<file path="config.mk">
export PLATFORM = sky130hd
export DESIGN_NAME = base64url_encoder
export DESIGN_NICKNAME = d
export VERILOG_FILES = /design/src/design/b64u_pkg.sv /design/src/design/b64u_front.sv /design/src/design/b64u_queue.sv /design/src/design/b64u_back.sv /design/src/design/base64url_encoder.sv
export SDC_FILE = /design/constraint.sdc
export NUM_CORES = 1
export LEC_CHECK = 0
export BUFFER_PORTS_ARGS = -buffer_cell sky130_fd_sc_hd__buf_2
export CORE_ASPECT_RATIO = 0.7
export CORE_MARGIN = 2
export CORE_UTILIZATION = 38
export CTS_CLUSTER_DIAMETER = 200
export DETAILED_ROUTE_END_ITERATION = 10
export PLACE_DENSITY = 0.54
export SLEW_MARGIN = 30
export SYNTH_ARGS = -nofsm -noshare
export SYNTH_HDL_FRONTEND = slang
export SYNTH_SLANG_ARGS = --single-unit
</file>
<file path="constraint.sdc">
create_clock -name clk -period 4.95 [get_ports clk]
set_input_delay 0.2475 -clock clk [delete_from_list [all_inputs] [get_ports clk]]
set_output_delay 0.2475 -clock clk [all_outputs]
set_load 0.1 [all_outputs]
</file>
<file path="src/design/b64u_pkg.sv">
// ----------------------------------------------------------------------------
// b64u_pkg
// Shared types and the character map for the base64url encoder.
// ----------------------------------------------------------------------------
package b64u_pkg;

  localparam int unsigned QueueDepth = 2;
  localparam int unsigned QueuePtrW  = $clog2(QueueDepth);
  localparam int unsigned QueueCntW  = $clog2(QueueDepth + 1);

  // Index of the last character of a group
  localparam logic [1:0] LastIdxOne   = 2'd1;  // one byte: two characters
  localparam logic [1:0] LastIdxTwo   = 2'd2;  // two bytes: three characters
  localparam logic [1:0] LastIdxThree = 2'd3;  // full group: four characters

  // One group of up to three bytes, left aligned, waiting for serialization
  typedef struct packed {
    logic [23:0] bits;
    logic [1:0]  last_idx;
    logic        fin;
  } b64u_grp_t;

  typedef struct packed {
    logic      push;
    b64u_grp_t grp;
  } b64u_push_t;

  // Map a 6-bit value to its URL-safe character
  function automatic logic [7:0] b64u_char(input logic [5:0] sextet);
    logic [7:0] s;
    logic [7:0] c;
    s = {2'b00, sextet};
    if (sextet < 6'd26) begin
      c = 8'h41 + s;
    end else if (sextet < 6'd52) begin
      c = 8'h61 + s - 8'd26;
    end else if (sextet < 6'd62) begin
      c = 8'h30 + s - 8'd52;
    end else if (sextet == 6'd62) begin
      c = 8'h2D;
    end else begin
      c = 8'h5F;
    end
    return c;
  endfunction

endpackage

</file>
<file path="src/design/b64u_front.sv">
// ----------------------------------------------------------------------------
// b64u_front
// Collects bytes into groups of three and pushes finished groups to the queue.
// ----------------------------------------------------------------------------
module b64u_front import b64u_pkg::*; (
  input  logic       clk,
  input  logic       rst_n,
  input  logic       in_valid,
  output logic       in_stall,
  input  logic [7:0] in_data_byte,
  input  logic       in_end_of_message,
  input  logic       q_full,
  output b64u_push_t q_push
);

  logic [15:0] pend_r, pend_nxt;
  logic [1:0]  cnt_r, cnt_nxt;
  logic        acc;

  assign in_stall = q_full;
  assign acc      = in_valid && !q_full;

  always_comb begin
    pend_nxt        = pend_r;
    cnt_nxt         = cnt_r;
    q_push.push     = 1'b0;
    q_push.grp.bits = {pend_r, in_data_byte};
    q_push.grp.last_idx = LastIdxThree;
    q_push.grp.fin  = in_end_of_message;
    if (acc) begin
      priority if (cnt_r[1]) begin
        q_push.push = 1'b1;
        pend_nxt    = '0;
        cnt_nxt     = '0;
      end else if (in_end_of_message) begin
        q_push.push = 1'b1;
        if (cnt_r[0]) begin
          q_push.grp.bits     = {pend_r[7:0], in_data_byte, 8'h00};
          q_push.grp.last_idx = LastIdxTwo;
        end else begin
          q_push.grp.bits     = {in_data_byte, 16'h0000};
          q_push.grp.last_idx = LastIdxOne;
        end
        pend_nxt = '0;
        cnt_nxt  = '0;
      end else begin
        pend_nxt = {pend_r[7:0], in_data_byte};
        cnt_nxt  = cnt_r + 2'd1;
      end
    end
  end

  always_ff @(posedge clk) begin
    if (!rst_n) begin
      pend_r <= '0;
      cnt_r  <= '0;
    end else begin
      pend_r <= pend_nxt;
      cnt_r  <= cnt_nxt;
    end
  end

endmodule

</file>
<file path="src/design/b64u_queue.sv">
// ----------------------------------------------------------------------------
// b64u_queue
// Short FIFO of byte groups between the front and the back.
// ----------------------------------------------------------------------------
module b64u_queue import b64u_pkg::*; (
  input  logic       clk,
  input  logic       rst_n,
  input  b64u_push_t q_push,
  input  logic       q_pop,
  output logic       q_full,
  output logic       q_empty,
  output b64u_grp_t  q_head
);

  b64u_grp_t            mem [QueueDepth];
  logic [QueuePtrW-1:0] wr_ptr_r, rd_ptr_r;
  logic [QueueCntW-1:0] cnt_r;
  logic                 do_pop;

  assign q_full  = (cnt_r == QueueCntW'(QueueDepth));
  assign q_empty = (cnt_r == '0);
  assign q_head  = mem[rd_ptr_r];
  assign do_pop  = q_pop && !q_empty;

  always_ff @(posedge clk) begin
    if (q_push.push) begin
      mem[wr_ptr_r] <= q_push.grp;
    end
  end

  always_ff @(posedge clk) begin
    if (!rst_n) begin
      wr_ptr_r <= '0;
      rd_ptr_r <= '0;
      cnt_r    <= '0;
    end else begin
      if (q_push.push) begin
        wr_ptr_r <= wr_ptr_r + 1'b1;
      end
      if (do_pop) begin
        rd_ptr_r <= rd_ptr_r + 1'b1;
      end
      cnt_r <= cnt_r + QueueCntW'(q_push.push) - QueueCntW'(do_pop);
    end
  end

endmodule

</file>
<file path="src/design/b64u_back.sv">
// ----------------------------------------------------------------------------
// b64u_back
// Serializes one group into characters through a registered output stage.
// ----------------------------------------------------------------------------
module b64u_back import b64u_pkg::*; (
  input  logic       clk,
  input  logic       rst_n,
  input  logic       q_empty,
  input  b64u_grp_t  q_head,
  output logic       q_pop,
  output logic       out_valid,
  input  logic       out_stall,
  output logic [7:0] out_code_char,
  output logic       out_final_char
);

  logic        busy_r, busy_nxt;
  b64u_grp_t   grp_r, grp_nxt;
  logic [1:0]  idx_r, idx_nxt;
  logic        ovld_r, ovld_nxt;
  logic [7:0]  char_r, char_nxt;
  logic        fin_r, fin_nxt;
  logic        out_free;
  logic        at_last;
  logic [5:0]  sextet;

  assign out_free = !ovld_r || !out_stall;
  assign at_last  = (idx_r == grp_r.last_idx);
  assign q_pop    = !q_empty && (!busy_r || (out_free && at_last));

  always_comb begin
    unique case (idx_r)
      2'd0:    sextet = grp_r.bits[23:18];
      2'd1:    sextet = grp_r.bits[17:12];
      2'd2:    sextet = grp_r.bits[11:6];
      default: sextet = grp_r.bits[5:0];
    endcase
  end

  always_comb begin
    busy_nxt = busy_r;
    grp_nxt  = grp_r;
    idx_nxt  = idx_r;
    ovld_nxt = ovld_r && out_stall;
    char_nxt = char_r;
    fin_nxt  = fin_r;
    if (busy_r && out_free) begin
      ovld_nxt = 1'b1;
      char_nxt = b64u_char(sextet);
      fin_nxt  = grp_r.fin && at_last;
      if (at_last) begin
        busy_nxt = 1'b0;
      end else begin
        idx_nxt = idx_r + 2'd1;
      end
    end
    // load the next group as the current one drains
    if (q_pop) begin
      busy_nxt = 1'b1;
      grp_nxt  = q_head;
      idx_nxt  = '0;
    end
  end

  always_ff @(posedge clk) begin
    if (!rst_n) begin
      busy_r <= 1'b0;
      ovld_r <= 1'b0;
      idx_r  <= '0;
    end else begin
      busy_r <= busy_nxt;
      ovld_r <= ovld_nxt;
      idx_r  <= idx_nxt;
    end
  end

  always_ff @(posedge clk) begin
    grp_r  <= grp_nxt;
    char_r <= char_nxt;
    fin_r  <= fin_nxt;
  end

  assign out_valid      = ovld_r;
  assign out_code_char  = char_r;
  assign out_final_char = fin_r;

endmodule

</file>
<file path="src/design/base64url_encoder.sv">
// A request that closes a group passes through the queue entry, the group register
// and the output register before its first character shows. The serializer gives
// one character per cycle while out_stall is low; three bytes give four characters.
// A two-entry group queue lets bursts of bytes enter one per cycle until it is full.
// Reset: synchronous, active low; clears pending bytes, the queue and the output.
// ----------------------------------------------------------------------------
// base64url_encoder
// Unpadded URL-safe Base64 encoder of a byte stream.
// ----------------------------------------------------------------------------
module base64url_encoder import b64u_pkg::*; (
  input  logic       clk,
  input  logic       rst_n,
  input  logic       in_valid,
  output logic       in_stall,
  input  logic [7:0] in_data_byte,
  input  logic       in_end_of_message,
  output logic       out_valid,
  input  logic       out_stall,
  output logic [7:0] out_code_char,
  output logic       out_final_char
);

  b64u_push_t q_push;
  b64u_grp_t  q_head;
  logic       q_full;
  logic       q_empty;
  logic       q_pop;

  b64u_front u_front (
    .clk               (clk),
    .rst_n             (rst_n),
    .in_valid          (in_valid),
    .in_stall          (in_stall),
    .in_data_byte      (in_data_byte),
    .in_end_of_message (in_end_of_message),
    .q_full            (q_full),
    .q_push            (q_push)
  );

  b64u_queue u_queue (
    .clk     (clk),
    .rst_n   (rst_n),
    .q_push  (q_push),
    .q_pop   (q_pop),
    .q_full  (q_full),
    .q_empty (q_empty),
    .q_head  (q_head)
  );

  b64u_back u_back (
    .clk            (clk),
    .rst_n          (rst_n),
    .q_empty        (q_empty),
    .q_head         (q_head),
    .q_pop          (q_pop),
    .out_valid      (out_valid),
    .out_stall      (out_stall),
    .out_code_char  (out_code_char),
    .out_final_char (out_final_char)
  );

endmodule

</file>
; Yosys cells after proc, flatten, opt, wreduce, memory -nomap -nowiden
; Memories as Yosys holds them, arrays and structs flattened. A register that Yosys moved wholly into a read port is not among the register bits.
; Cells that the tools add are included.
[totals]
word_cells = 73
mem_bits_rw = 54
romBits = 0
n_memories = 1
latch_bits = 0
register_bits = 35
[mem_list]
columns = name, words, word_bits, rd, rd_clocked_by_memory_dff, wr, line
row1 = u_queue.mem, 2, 27, 1, 1, 1, b64u_queue.sv:15  ; b64u_grp_t mem [QueueDepth];
[classes]
magnitude_cmp = 3
add_sub_neg = 11
multipliers = 0
div = 0
n_reduce_logical = 21
n_eq_ne = 5
n_mux = 20
bitwise_logic = 2
n_shift = 0
[ops]
columns = operator, count
row1 = $mux 27, 2
row2 = $mux 26, 2
row3 = $mux 16, 2
row4 = $mux 8, 3
row5 = $pmux 6 s3, 1
row6 = $add 7x6->8 const A, 2
row7 = $lt 6x6->1 const B, 2
row8 = $sub 8x5->8 const B, 1
row9 = $sub 8x6->8 const B, 1
row10 = $add 6x6->7 const A, 1
row11 = $logic_and 1x1->1, 7
row12 = $mux 1, 7
row13 = $mux 7, 1
row14 = $eq 6x6->1 const B, 1
row15 = $lt 6x5->1 const B, 1
row16 = $logic_not 1->1, 5
row17 = $add 2x1->2 const B, 2
row18 = $eq 2x2->1 const B, 2
row19 = $logic_not 2->1, 2
row20 = $mux 2, 2
row21 = $reduce_and 2->1, 2
row22 = $reduce_bool 2->1, 2
row23 = $add 1x1->1 const B, 2
row24 = $add 2x1->2, 1
row25 = 6 further kinds, 8

; Logic depth before layout (Yosys ltp)
[logic_depth]
depth_word = 7
mapped_depth = 11

; By module
; Synthesis repeated with hierarchy kept, for this count alone.
[hier_totals]
cells_unflattened = 358
area_unflattened_um2 = 5118.7
[by_module_without_submodules]
columns = mod, area_per_inst_um2, cells_per_inst, instances, seq_area_each_um2
row1 = b64u_queue, 2277.2, 107, 1, 1721.7
row2 = b64u_back, 1860.5, 139, 1, 1161.1
row3 = b64u_front, 980.9, 112, 1, 360.3

; Least setup slack after synthesis
; No wires, ideal clock.
[synth_path]
path_kind = register to register
startpoint = register u_queue.cnt_r[0]
endpoint = memory u_queue.mem[0][0] (netlist bit) (enable)
path_slack_ns = 1.760
n_path_buf = 1
path_stages_with_launch = 5
arrival_time_ns = 2.743
t_required_ns = 4.503
path_cell_list = dfxtp_1 > nand2b_1 > nand2_1 > clkbuf_1 > nor3_1
[synth_via]
elab_chain_cells = 6
[synth_lines]
columns = item, line
row1 = "start, declared", b64u_queue.sv:17  ; logic [QueueCntW-1:0] cnt_r;
row2 = "start signal, assigned", b64u_queue.sv:43  ; cnt_r <= cnt_r + QueueCntW'(q_push.push) - QueueCntW'(do_pop);
row3 = $eq 2x2->1, b64u_queue.sv:20  ; assign q_full = (cnt_r == QueueCntW'(QueueDepth));
row4 = $logic_not 1->1, b64u_front.sv:21  ; assign acc = in_valid && !q_full;
row5 = $logic_and 1x1->1, b64u_front.sv:21
row6 = $mux 27, b64u_front.sv:30  ; if (acc) begin
row7 = $mux 1, b64u_queue.sv:26  ; if (q_push.push) begin
row8 = $mux 1 (not written as such), b64u_queue.sv:27  ; mem[wr_ptr_r] <= q_push.grp;
row9 = "end, declared", b64u_queue.sv:15
; Every way passes these cells.

; Worst setup path in the final report
[layout_path]
startpoint = register u_back.idx_r[1]
endpoint = register u_back.char_r[2], in the netlist u_back.out_code_char[2] (data pin)
[layout_via]
elab_chain_cells = 7
elab_cells_between_ends = 15
cone_classes = add/sub: 5 / order compare: 3 / eq/ne: 2 / mux: 4 / reduce/logical: 1
[layout_lines]
columns = item, line
row1 = "start, declared", b64u_back.sv:19  ; logic [1:0] idx_r, idx_nxt;
row2 = "start signal, assigned", b64u_back.sv:73  ; idx_r <= idx_nxt;
row3 = "$eq 2x2->1, or another cell as far along", b64u_back.sv:32  ; unique case (idx_r)
row4 = $pmux 6 s3 (*), b64u_back.sv:32
row5 = $add 6x6->7, b64u_pkg.sv:38  ; c = 8'h30 + s - 8'd52;
row6 = $sub 8x6->8, b64u_pkg.sv:38
row7 = $mux 8, b64u_pkg.sv:37  ; end else if (sextet < 6'd62) begin
row8 = $mux 8, b64u_pkg.sv:35  ; end else if (sextet < 6'd52) begin
row9 = $mux 8 (*), b64u_pkg.sv:33  ; if (sextet < 6'd26) begin
row10 = "end signal, assigned", b64u_back.sv:79  ; char_r <= char_nxt;
row11 = "end, declared", b64u_back.sv:21  ; logic [7:0] char_r, char_nxt;
; Mark *: on every way between the ends. The rest lies on a longest branch, timed or not.
; A chain may end at the register's enable or synchronous reset.

==> metrics.cfg <==
[run_status]
run_status=complete, no violations

[route]
via_per_inst=5.06
drt-pass1-iter-count=5
routed_wirelength_microns=10100
dr.first_iter.drc_count=350
drc_errors=0
drtAntennaViolNets=0
routed-via-count=3222
wl_per_cell_microns=15.8

[sta]
max_slew_margin_pct=37.5
setup_viol=0
hold_viol=0
max_freq_mhz=342
finClkSkew_ps=9.02
rsz0062_at_grt=no
min_period_ps=2920
slew_violations=0
setup_tns_ps=0
period_share_pct=59.1
tightest_slew_ps=936

[layout]
drive_above_1_share_pct=21.5
final_area_sq_um=6040
finalNetCount=462
area_growth_pct=17.4
antenna_cells=0

[synthesis]
synth.top_cells.by_count=90 x edfxtp_1, 48 x nand2_1, 27 x mux2_2
synth.most_common_cell=edfxtp_1
synth-edff-count=90
synth_cells=411
synth_top_area_share_pct=52.5
synth_area_sq_um=5140
synth_warnings=0
synthFlopType=edfxtp_1
yosys.area.top_type=edfxtp_1
synth_fp_nets=434
yosys-top-cells-area=edfxtp_1 53%, dfxtp_1 10%, mux2_2 5.9%
ys_ff_latch=116
synth.distinct_cells=51
synth.avg_cell_area_sq_um=12.5
seq_area_frac_synth_pct=62.6
ys_async_sr_fraction_pct=0

[worst_setup_path]
cpPeakStageDelay_ps=420
arrival_ps=3080
critPathRequiredTime_ps=5110
cp.buffers_inverters=3
critPathLaunchType=flip-flop
cp-end-kind=flip-flop
crit_slowest_cell=dfxtp_1
worstPathCellList=ha_1 > inv_1 > a21o_1 > inv_2 > ha_1 > inv_1 > a21oi_1 > o211ai_1 > a211o_1
path_delay_family=compound AO/OA/AOI/OAI gates
crit_type=flip-flop to flip-flop
path_max_fanout=10

[die]
dieWidth_microns=143
io_pins=24
rows=35
die_area_sq_um=14500
fp.coreArea_sq_um=13200
fp.dieH_microns=101
initial_core_util_pct=39.0

[pwr]
switchingPower_uw=1390
pwr-share-comb_pct=34.0
vdd_drop_max_v=0.000263
swShare_pct=35.8
seqPwrFrac_pct=35.9
p_per_area_nw_per_um2=643
clkPwrFrac_pct=30.1
p_total_uw=3880
p_int_uw=2490
p_leak_uw=0.00213

[clock_network]
cts.repair.resized=0
postCtsSetupBuffers=0
cts_root_buf=clkbuf_16
clk_latency_ps=400
clkSinkCount=116
clockBufferDepth=2
clkTransAtPathRegs_ps=60
h-tree-depth=4
cts_made_buffers=17
cts_tree=done
cts_hold_repair.buffers=0

[global_route]
grt_overflow=0
grt_start_max_net_pins=43
grt.met2_usage_pct=19.4
grt_util_met3_pct=4.82
grtUsageMet1_pct=22.6
track_usage_pct=14.6
grt_pass1_vias=2825
grt_pass1_wl_microns=15600
top_usage_layer=met1
antenna_found_initial=0

[min_path]
hp-class=primary input to flip-flop

[job]
cap_violations=0

[placed_design]
port_buffers=23
hpwl_microns=6690
dpl_cell_area_sq_um=5470
place_congestion=0.869

[flip-flops by register name (all words and copies together) (netlist names)]
register	cells
u_queue.mem	54
u_back.grp_r	27
u_front.pend_r	16
u_back.out_code_char	8
u_back.idx_r	2
u_front.cnt_r	2
u_queue.cnt_r	2
u_back.busy_r	1
u_back.out_final_char	1
u_back.out_valid	1
u_queue.rd_ptr_r	1
u_queue.wr_ptr_r	1
[layout by cell type, fill, tap and decap left out, types with 16 or more instances in the layout]
cell type and instances:
nand2_1 48, mux2_2 27, buf_2 23, a21boi_0 18
edfxtp_1 90, dfxtp_1 26, inv_1 16, clkbuf_16 17
o21ai_0 21, nand3_1 21
[stage by stage]
stage,utilization [%],cells,hold WS (ps),worst slack [ps]
after floorplan,-,411,346,1760
after global placement,41.4,605,448,2200
after detailed placement,41.5,605,456,2080
after CTS,45.8,637,107,2080
after global routing,45.8,637,113,1780
final,45.8,637,124,2030
[layout make-up]
cell class                 count  area (sq um)
multi-input combinational    256          1780
timing repair buffer          29           160
clock inverter                11           109
inverter                      19          71.3
tap                          185           231
clock buffer                  21           460
sequential                   116          3220
fill                        1185          7140
[final timing paths]
| kind | start | to | slack, ps | cells past startpoint |
|---|---|---|---|---|
| max | u_back.idx_r[1]$_SDFFE_PP0P_ | u_back.out_code_char[2]$_DFFE_PP_ | 2030 | 9 |
| min | in_end_of_message | u_queue.mem[0][0]$_DFFE_PP_ | 120 | 1 |
| max reg2reg | u_back.idx_r[1]$_SDFFE_PP0P_ | u_back.out_code_char[2]$_DFFE_PP_ | 2030 | 9 |
| min reg2reg | u_front.pend_r[9]$_SDFFE_PN0P_ | u_front.pend_r[9]$_SDFFE_PN0P_ | 460 | 2 |
[routing by layer]
metal / part of all wire [%] / up-vias
met3: 5.2 / 13
met4: 0.91 / 0
met5: 0 / -
li1: - / 1582
met1: 53 / 1551
met2: 41 / 76
[power groups by stage]
stage / Clock, uW / Combinational [uW] / Sequential [uW]
6_report: 1170 / 1320 / 1400
5_1_grt: 1230 / 1430 / 1410
4_1_cts: 1190 / 1310 / 1400
3_5_place_dp: 0 / 1310 / 1420
3_3_place_gp: 0 / 1300 / 1420
2_1_floorplan: 0 / 809 / 1630
[logic make-up (layout without fill, tap and decap cells)]
family                     Yosys count  after routing  synth area share, %
xor gates and xnor gates             7              7                 1.19
adders and majority gates           10             10                 2.43
muxes                               38             38                 8.10
DFF                                116            116                 62.6
buffers and inverters               39             80                 2.92
and+or+nand+nor                    114            114                 10.8
AOI/OAI and AO/OA                   87             87                 11.9
[worst reg2reg max path: cells and delay by family, from the launching register on]
family	cells	cell delay (ps)
buf+inv	3	500
compound gates	4	1010
fa+ha+maj	2	760
flops	1	420
No activity file was read; power rests on OpenSTA's default activity.
